**src/hw/rtl/text_console_writer_assert.svh**
```systemverilog
// Assertion macros for the text console writer.
// Expects clk and rst_n in the scope of use; no other dependencies.
`ifndef TEXT_CONSOLE_WRITER_ASSERT_SVH
`define TEXT_CONSOLE_WRITER_ASSERT_SVH
`ifndef SYNTHESIS
`define TCW_ASSERT_ALWAYS(lbl, cond) \
  lbl: assert property (@(posedge clk) disable iff (!rst_n) (cond)) \
    else $error("tcw assertion failed");
`define TCW_ASSERT_IMPLY(lbl, ante, cons) \
  lbl: assert property (@(posedge clk) disable iff (!rst_n) (ante) |-> (cons)) \
    else $error("tcw assertion failed");
`else
`define TCW_ASSERT_ALWAYS(lbl, cond)
`define TCW_ASSERT_IMPLY(lbl, ante, cons)
`endif
`endif

```
**src/hw/rtl/tcw_pkg.sv**
```systemverilog
// Shared types and constants for the text console writer.
// No dependencies.
package tcw_pkg;

  typedef enum logic [2:0] {
    CMD_PUT_CHAR   = 3'd0,
    CMD_BACKSPACE  = 3'd1,
    CMD_MARK_LINE  = 3'd2,
    CMD_CLEAR      = 3'd3,
    CMD_HOME       = 3'd4,
    CMD_PUT_AT     = 3'd5,
    CMD_SET_HW_CUR = 3'd6,
    CMD_READ_CELL  = 3'd7
  } cmd_t;

  localparam logic [7:0]  CHAR_NEWLINE = 8'd10;
  localparam logic [7:0]  CHAR_BLANK   = 8'h20;
  localparam logic [15:0] ATTR_WHITE   = 16'h0F00;

  // decoded word passed from front to back
  typedef struct packed {
    cmd_t              cmd;
    logic [7:0]        char_code;
    logic signed [6:0] row;
    logic signed [7:0] col;
    logic              on_screen;
  } item_t;

  // back-end status seen by the front
  typedef struct packed {
    logic sweeping;
    logic idle;
  } exec_stat_t;

endpackage

```
**src/hw/rtl/tcw_in_if.sv**
```systemverilog
// Command channel of the text console writer.
// Depends on nothing.
interface tcw_in_if;
  logic              valid;
  logic              ready;
  logic [2:0]        cmd;
  logic [7:0]        char_code;
  logic signed [6:0] row;
  logic signed [7:0] col;
  modport source (output valid, cmd, char_code, row, col, input ready);
  modport sink   (input valid, cmd, char_code, row, col, output ready);
endinterface

```
**src/hw/rtl/tcw_front.sv**
```systemverilog
// Front end: accepts command words, checks positions, queues them.
// Depends on tcw_pkg and tcw_in_if.
module tcw_front #(
  parameter int ROWS    = 25,
  parameter int COLUMNS = 80
) (
  input  logic                clk,
  input  logic                rst_n,
  tcw_in_if.sink              in_ch,
  input  tcw_pkg::exec_stat_t stat,
  output tcw_pkg::item_t      q_item,
  output logic                q_valid,
  input  logic                q_pop
);

  tcw_pkg::item_t fifo_r [2];
  logic           wr_ptr_r, rd_ptr_r;
  logic [1:0]     count_r;
  logic           push;
  tcw_pkg::item_t item_c;

  // no new words while the back end sweeps memory
  assign in_ch.ready = (count_r != 2'd2) && !stat.sweeping;
  assign push        = in_ch.valid && in_ch.ready;
  assign q_valid     = (count_r != 2'd0);
  assign q_item      = fifo_r[rd_ptr_r];

  // classify the word
  always_comb begin
    item_c.cmd       = tcw_pkg::cmd_t'(in_ch.cmd);
    item_c.char_code = in_ch.char_code;
    item_c.row       = in_ch.row;
    item_c.col       = in_ch.col;
    item_c.on_screen = !in_ch.row[6] && ({1'b0, in_ch.row[5:0]} < 7'(ROWS)) &&
                       !in_ch.col[7] && ({2'b0, in_ch.col[6:0]} < 9'(COLUMNS));
  end

  always_ff @(posedge clk) begin
    if (push) begin
      fifo_r[wr_ptr_r] <= item_c;
    end
  end

  always_ff @(posedge clk) begin
    if (!rst_n) begin
      wr_ptr_r <= 1'b0;
      rd_ptr_r <= 1'b0;
      count_r  <= 2'd0;
    end else begin
      if (push) wr_ptr_r <= !wr_ptr_r;
      if (q_pop) rd_ptr_r <= !rd_ptr_r;
      count_r <= count_r + 2'(push) - 2'(q_pop);
    end
  end

endmodule

```
**src/flat_wrapper.sv**
```systemverilog
// flat-port wrapper written by rule: the top's interface ports become plain ports
module tcw_front_flat 
#(
  parameter int ROWS    = 25,
  parameter int COLUMNS = 80
)
  (clk, rst_n, stat, q_item, q_valid, q_pop, in_ch_valid, in_ch_cmd, in_ch_char_code, in_ch_row, in_ch_col, in_ch_ready);
  tcw_in_if in_ch_i ();
  input  logic clk;
  input  logic rst_n;
  input  tcw_pkg::exec_stat_t stat;
  output tcw_pkg::item_t q_item;
  output logic q_valid;
  input  logic q_pop;
  input wire logic [$bits(in_ch_i.valid)-1:0] in_ch_valid;
  input wire logic [$bits(in_ch_i.cmd)-1:0] in_ch_cmd;
  input wire logic [$bits(in_ch_i.char_code)-1:0] in_ch_char_code;
  input wire logic [$bits(in_ch_i.row)-1:0] in_ch_row;
  input wire logic [$bits(in_ch_i.col)-1:0] in_ch_col;
  output wire logic [$bits(in_ch_i.ready)-1:0] in_ch_ready;
  assign in_ch_i.valid = in_ch_valid;
  assign in_ch_i.cmd = in_ch_cmd;
  assign in_ch_i.char_code = in_ch_char_code;
  assign in_ch_i.row = in_ch_row;
  assign in_ch_i.col = in_ch_col;
  assign in_ch_ready = in_ch_i.ready;
  tcw_front #(.ROWS(ROWS), .COLUMNS(COLUMNS)) u_core (.clk(clk), .rst_n(rst_n), .in_ch(in_ch_i), .stat(stat), .q_item(q_item), .q_valid(q_valid), .q_pop(q_pop));
endmodule
```
**config.mk**
```make
export PLATFORM = sky130hd
export DESIGN_NAME = tcw_front_flat
export DESIGN_NICKNAME = d
export VERILOG_FILES = /design/src/hw/rtl/text_console_writer_assert.svh /design/src/hw/rtl/tcw_pkg.sv /design/src/hw/rtl/tcw_in_if.sv /design/src/hw/rtl/tcw_front.sv /design/src/flat_wrapper.sv
export SDC_FILE = /design/constraint.sdc
export NUM_CORES = 1
export LEC_CHECK = 0
export ABC_CLOCK_PERIOD_IN_PS = 1700
export BUFFER_PORTS_ARGS = -buffer_cell sky130_fd_sc_hd__clkbuf_2
export CELL_PAD_IN_SITES_DETAIL_PLACEMENT = 0
export CELL_PAD_IN_SITES_GLOBAL_PLACEMENT = 1
export CORE_ASPECT_RATIO = 0.75
export CORE_MARGIN = 1.5
export CORE_UTILIZATION = 39
export DETAILED_ROUTE_END_ITERATION = 8
export PLACE_DENSITY_LB_ADDON = 0.1
export SKIP_LAST_GASP = 1
export SLEW_MARGIN = 20
export SYNTH_ARGS = -nofsm -noshare
export SYNTH_HDL_FRONTEND = slang
export SYNTH_SLANG_ARGS = --single-unit
```
**constraint.sdc**
```tcl
create_clock -name clk -period 1.7 [get_ports clk]
set_clock_uncertainty 0.05 [all_clocks]
set_input_delay 0 -clock clk [delete_from_list [all_inputs] [get_ports clk]]
set_output_delay 0 -clock clk [all_outputs]
set_load 0.005 [all_outputs]
```
==> flow_metrics.py, run 1 <==
metrics = {
    "clocking": {
        "clk_latency_ns": 0.32,
        "cts_setup_buffers": 0,
        "cts_buffers": 9,
        "cts_max_level": 3,
        "clock_sinks": 59,
        "cts_hold_buf": 29,
        "ctsResizeCount": 0,
        "cts_tree": "done",
        "clockBufferDepth": 2,
        "cts-root-buf": "clkbuf_8",
        "clk_pin_slew_worst_paths_ns": 0.06,
    },
    "setup_path": {
        "crit_path_end_kind": "flip-flop",
        "cp_cell_sequence": "inv_1, ha_1, inv_1, ha_1, xnor2_1, xnor2_1, and2_1",
        "cp_data_arrival_time_ns": 1.68,
        "criticalPathCategory": "flip-flop to flip-flop",
        "required_ns": 1.87,
        "cp_num_buf_inv": 2,
        "cp_max_fo": 3,
        "cp_slowest_cell": "dfxtp_1",
        "cp_top_family": "adder cells",
        "critPathLaunchType": "flip-flop",
        "critPathMaxStageDelay_ns": 0.40,
    },
    "final_layout": {
        "fin_cells": 297,
        "design_area_um2": 3230,
        "drive_above_1_share_pct": 50.2,
        "syn2layout_area_growth_pct": 38.3,
        "num-nets-final": 248,
        "n_antenna_cell": 0,
    },
    "synthesis": {
        "async_flop_share_pct": 0,
        "synth_cell_types": 23,
        "ys_ff_latch": 59,
        "synthTopCellsByArea": "edfxtp_1 69%, mux2_4 13%, dfxtp_1 4.3%",
        "synth_common_cells": "54 x edfxtp_1, 20 x mux2_4, 7 x mux2_2",
        "synth_top_area_cell": "edfxtp_1",
        "yosysWarnings": 0,
        "syn_nets": 147,
        "synth_flop_cell": "edfxtp_1",
        "synthCells": 113,
        "synth_edf_count": 54,
        "syn_area_um2": 2340,
        "ys_seq_area_share_pct": 73.7,
        "yosys.area.top_type_share_pct": 69.4,
        "synth.most_common_cell": "edfxtp_1",
        "syn_avg_cell_area_um2": 20.7,
    },
    "floorplan": {
        "start_util_pct": 40.3,
        "io_pins": 61,
        "design.die.area_um2": 6470,
        "core-area_um2": 5800,
        "die-width_um": 92.4,
        "row_count": 24,
        "die_y_um": 70.0,
    },
    "sta": {
        "tns_ns": 0,
        "hold_viol_final": 0,
        "grt_setup_unrepaired": "no",
        "fmax_ghz": 0.661,
        "post-route-min-period_ns": 1.51,
        "tightest_slew_ns": 0.313,
        "final_max_slew_viol_count": 0,
        "maxSlewHeadroom_pct": 78.9,
        "fin_crit_sh_pct": 89.0,
        "setup_viol": 0,
    },
    "outcome": {
        "outcome": "finished, final reports clean",
    },
    "pwr": {
        "p_per_area_nw_per_um2": 1050,
        "p_leak_nw": 1.29,
        "max-vdd-ir-drop_mv": 0.453,
    },
    "global_routing": {
        "grt_util_all_layers_pct": 13.3,
        "gr-total-overflow": 0,
        "met2_usage_pct": 20.0,
        "met1_usage_pct": 16.0,
        "antenna_found_initial": 0,
        "grt_pass1_vias": 1286,
        "grt.busiest_layer": "met2",
        "grt_pass1_wl_um": 6130,
        "use_met3_pct": 7.63,
        "grt_max_degree": 28,
    },
    "route": {
        "viasPerCell": 4.37,
        "drtIter0Drc": 50,
        "vias": 1298,
        "final_antenna_net_count": 0,
        "wl_per_cell_um": 13.1,
        "drt_wl_total_um": 3890,
        "dr.pass1.iters": 4,
        "remaining_drc_errors": 0,
    },
    "job": {
        "maxCapViolations": 0,
    },
    "placed_design": {
        "routabilityCongestion": 0.641,
        "dpl.cell_count": 252,
        "placed_area_um2": 2760,
        "port_buffers": 59,
    },
    "min_path": {
        "hold_path_class": "primary input to flip-flop",
    },
}
==> routing by layer <==
layer	up-vias	wire length (µm)
met5	-	0
met4	0	17
met3	2	277
met2	44	1880
met1	617	1720
li1	635	-
==> final timing paths <==
kind,start,to,slack [ns],cells past startpoint
setup reg to reg,u_core.count_r[0],u_core.count_r[1],0.19,7
hold reg to reg,u_core.wr_ptr_r,u_core.wr_ptr_r,0.43,2
setup / recovery,u_core.count_r[0],u_core.count_r[1],0.19,7
hold / removal,in_ch_valid,u_core.wr_ptr_r,0.03,3
==> registers in the layout (all words and copies together) (netlist names), named ones only <==
signal / cells
u_core.count_r: 2
u_core.fifo_r: 54
u_core.rd_ptr_r: 1
u_core.wr_ptr_r: 1
==> worst reg2reg max path: stages, from the launching register on <==
cell and delay (ns):
dfxtp_1 0.40, inv_1 0.06, ha_1 0.27, inv_1 0.04, ha_1 0.18, xnor2_1 0.13, xnor2_1 0.13, and2_1 0.15
==> report_power, final <==
| part | total [mW] | leakage (nW) | internal [mW] | switching (mW) |
|---|---|---|---|---|
| logic | 0.510 | 0.663 | 0.305 | 0.205 |
| registers | 1.72 | 0.536 | 1.69 | 0.0331 |
| clock network | 1.16 | 0.0870 | 0.669 | 0.495 |
==> metrics by stage <==
step                      power [mW]  hold slack [ns]  setup slack [ns]  utilization (%)
after detailed placement        2.22            0.143             0.181             47.6
final                           3.39           0.0260             0.187             55.8
after CTS                       3.45          0.00896             0.166             55.8
after floorplan                 2.03          -0.0189             0.159                -
after global routing            3.56           0.0176             0.105             55.8
after global placement          2.21            0.141             0.232             47.6
==> area by class of cell <==
type,count,area (µm²)
Fill cell,486,2560
Sequential cell,59,1720
Timing Repair Buffer,93,661
Multi-Input combinational cell,49,559
Clock buffer,11,131
Tap cell,78,97.6
Clock inverter,5,53.8
Inverter,2,7.51
==> cell usage in the layout, fill, tap and decap left out, drive strengths merged, types with 2 or more instances in the layout <==
| cell type | netlist | layout |
|---|---|---|
| clkbuf | 0 | 70 |
| dfxtp | 5 | 5 |
| clkinvlp | 0 | 2 |
| clkinv | 0 | 2 |
| inv | 2 | 2 |
| buf | 3 | 5 |
| edfxtp | 54 | 54 |
| and2 | 5 | 5 |
| ha | 2 | 2 |
| dlygate4sd3 | 0 | 29 |
| xnor2 | 2 | 2 |
| mux2 | 27 | 27 |
==> logic make-up (layout without fill, tap and decap cells) <==
family	Yosys count	in the layout	synth area share (%)
XOR/XNOR	3	3	1.12
AO/OA/AOI/OAI	2	2	0.589
multiplexers	28	28	16.6
flip-flops	59	59	73.7
buffers and inverters	5	111	2.52
AND/OR/NAND/NOR	14	14	4.39
adder cells (fa/ha/maj)	2	2	1.07
(Power assumes the default switching activity.)
==> inputs of run 2 (changes only) <==
GPL_TIMING_DRIVEN = 0   (was not set)
==> flow_metrics.py, run 2 (same netlist as run 1, synthesis figures left out) <==
metrics = {
    "outcome": {
        "outcome": "finished, final reports clean",
    },
    "global_routing": {
        "antenna_found_initial": 0,
        "grt_max_degree": 28,
        "grt_pass1_wl_um": 6420,
        "gr-total-overflow": 0,
        "grt_pass1_vias": 1449,
        "grt_util_all_layers_pct": 13.8,
    },
    "placed_design": {
        "port_buffers": 59,
        "dp_hpwl_um": 2540,
        "routabilityCongestion": 0.674,
        "placed_area_um2": 2730,
    },
    "route": {
        "final_antenna_net_count": 0,
        "viasPerCell": 4.39,
        "drt_wl_total_um": 3900,
        "wl_per_cell_um": 13.2,
        "remaining_drc_errors": 0,
        "dr.pass1.iters": 4,
        "vias": 1298,
        "drtIter0Drc": 26,
    },
    "setup_path": {
        "required_ns": 1.62,
        "cp_slowest_cell": "and2b_4",
        "criticalPathCategory": "flip-flop to flip-flop",
        "rrSetupSlack_ns": 0.06,
        "cp_top_family": "simple AND/OR/NAND/NOR gates",
        "cp_cell_sequence": "nor2b_4, nor3b_4, and2b_4",
        "critPathMaxStageDelay_ns": 0.49,
        "critPathLaunchType": "flip-flop",
        "cp_num_buf_inv": 0,
        "crit_path_end_kind": "flip-flop",
        "cp_max_fo": 27,
        "cp_data_arrival_time_ns": 1.56,
    },
    "sta": {
        "tns_ns": 0,
        "setup_viol": 0,
        "post-route-min-period_ns": 1.64,
        "fin_hold_ws_ns": 0.0306,
        "maxSlewHeadroom_pct": 69.8,
        "hold_viol_final": 0,
        "final_max_slew_viol_count": 0,
        "tightest_slew_ns": 0.453,
        "fmax_ghz": 0.610,
        "grt_setup_unrepaired": "yes",
        "fin_crit_sh_pct": 96.4,
    },
    "pwr": {
        "power_mw": 3.54,
        "p_sw_share_pct": 20.6,
        "max-vdd-ir-drop_mv": 0.516,
        "power_frac_comb_pct": 14.4,
        "p_leak_nw": 1.30,
        "p_switching_mw": 0.730,
        "seqPwrFrac_pct": 48.6,
        "p_clk_share_pct": 37.0,
        "internal_power_mw": 2.81,
        "p_per_area_nw_per_um2": 1090,
    },
    "clocking": {
        "cts_tree": "done",
        "cts_setup_buffers": 0,
        "clk_pin_slew_worst_paths_ns": 0.06,
        "cts_max_level": 3,
        "cts-root-buf": "clkbuf_8",
        "clockBufferDepth": 2,
        "clk_latency_ns": 0.32,
        "clock_sinks": 59,
        "cts_buffers": 9,
    },
    "final_layout": {
        "fillCellCount": 470,
        "largest_reg_flops": 54,
        "num-nets-final": 247,
        "reg_top3": "u_core.fifo_r x54, u_core.count_r x2",
        "drive_above_1_share_pct": 50.0,
        "layout_commonest_cell": "clkbuf_2",
        "final_cell_mix": "59 x clkbuf_2, 54 x edfxtp_1, 30 x dlygate4sd3_1",
        "design_area_um2": 3240,
        "largest_register": "u_core.fifo_r",
        "n_antenna_cell": 0,
        "syn2layout_area_growth_pct": 38.8,
    },
    "floorplan": {
        "core-area_um2": 5800,
        "io_pins": 61,
        "die-width_um": 92.4,
        "die_y_um": 70.0,
        "start_util_pct": 40.3,
        "row_count": 24,
        "design.die.area_um2": 6470,
    },
    "job": {
        "maxCapViolations": 0,
    },
    "min_path": {
        "hold_path_class": "primary input to flip-flop",
    },
}
[run 2: final timing paths]
path | startpoint | endpoint | depth (start not counted)
worst max-delay path | u_core.count_r[1] | u_core.fifo_r[0][23] | 3
worst min-delay path | in_ch_valid | u_core.wr_ptr_r | 3
worst max register to register | u_core.count_r[1] | u_core.fifo_r[0][23] | 3
worst min register to register | u_core.wr_ptr_r | u_core.wr_ptr_r | 2
[run 2: worst register-to-register path, stage by stage (launching register included)]
cell,delay [ns]
dfxtp_1,0.33
nor2b_4,0.14
nor3b_4,0.27
and2b_4,0.49
[run 2: through the flow]
stage	worst slack, ns	std cells	util [%]
6_report	0.0606	296	56.0
3_5_place_dp	-0.0772	250	47.2
3_3_place_gp	-0.0467	250	47.2
5_1_grt	-0.0296	296	56.0
4_1_cts	0.0487	296	56.0
2_1_floorplan	0.159	113	-
[run 2: layout make-up]
cell class	instances	area, µm²	share of cell area, %
Inverter	2	7.51	0.231
Buffer	3	51.3	1.58
Tap cell	78	97.6	3.01
Multi-Input combinational cell	49	562	17.3
Clock buffer	10	128	3.94
Sequential cell	59	1720	53.1
Clock inverter	6	80.1	2.47
Timing Repair Buffer	89	596	18.4
[run 2: repair_timing]
action	in CTS	in global routing
endpoints found under the hold margin	57	0
setup endpoints to repair	54	27
gates cloned	0	0
hold buffers	30	0
resized for setup	2	0
[run 2: metal layers]
metal  up-vias  GRT usage, %  part of all wire, %
met3         9          5.34                  6.2
met1       616          14.2                   39
met2        38          24.0                   52
li1        635             -                    -
met5         -             0                    0
met4         0          7.69                  2.2
[run 2: power by group through the flow]
stage | combinational [mW] | sequential (mW) | clock (mW)
2_1_floorplan | 0.291 | 1.74 | 0
4_1_cts | 0.519 | 1.72 | 1.35
5_1_grt | 0.557 | 1.73 | 1.40
6_report | 0.509 | 1.72 | 1.31
3_5_place_dp | 0.456 | 1.75 | 0
3_3_place_gp | 0.447 | 1.75 | 0
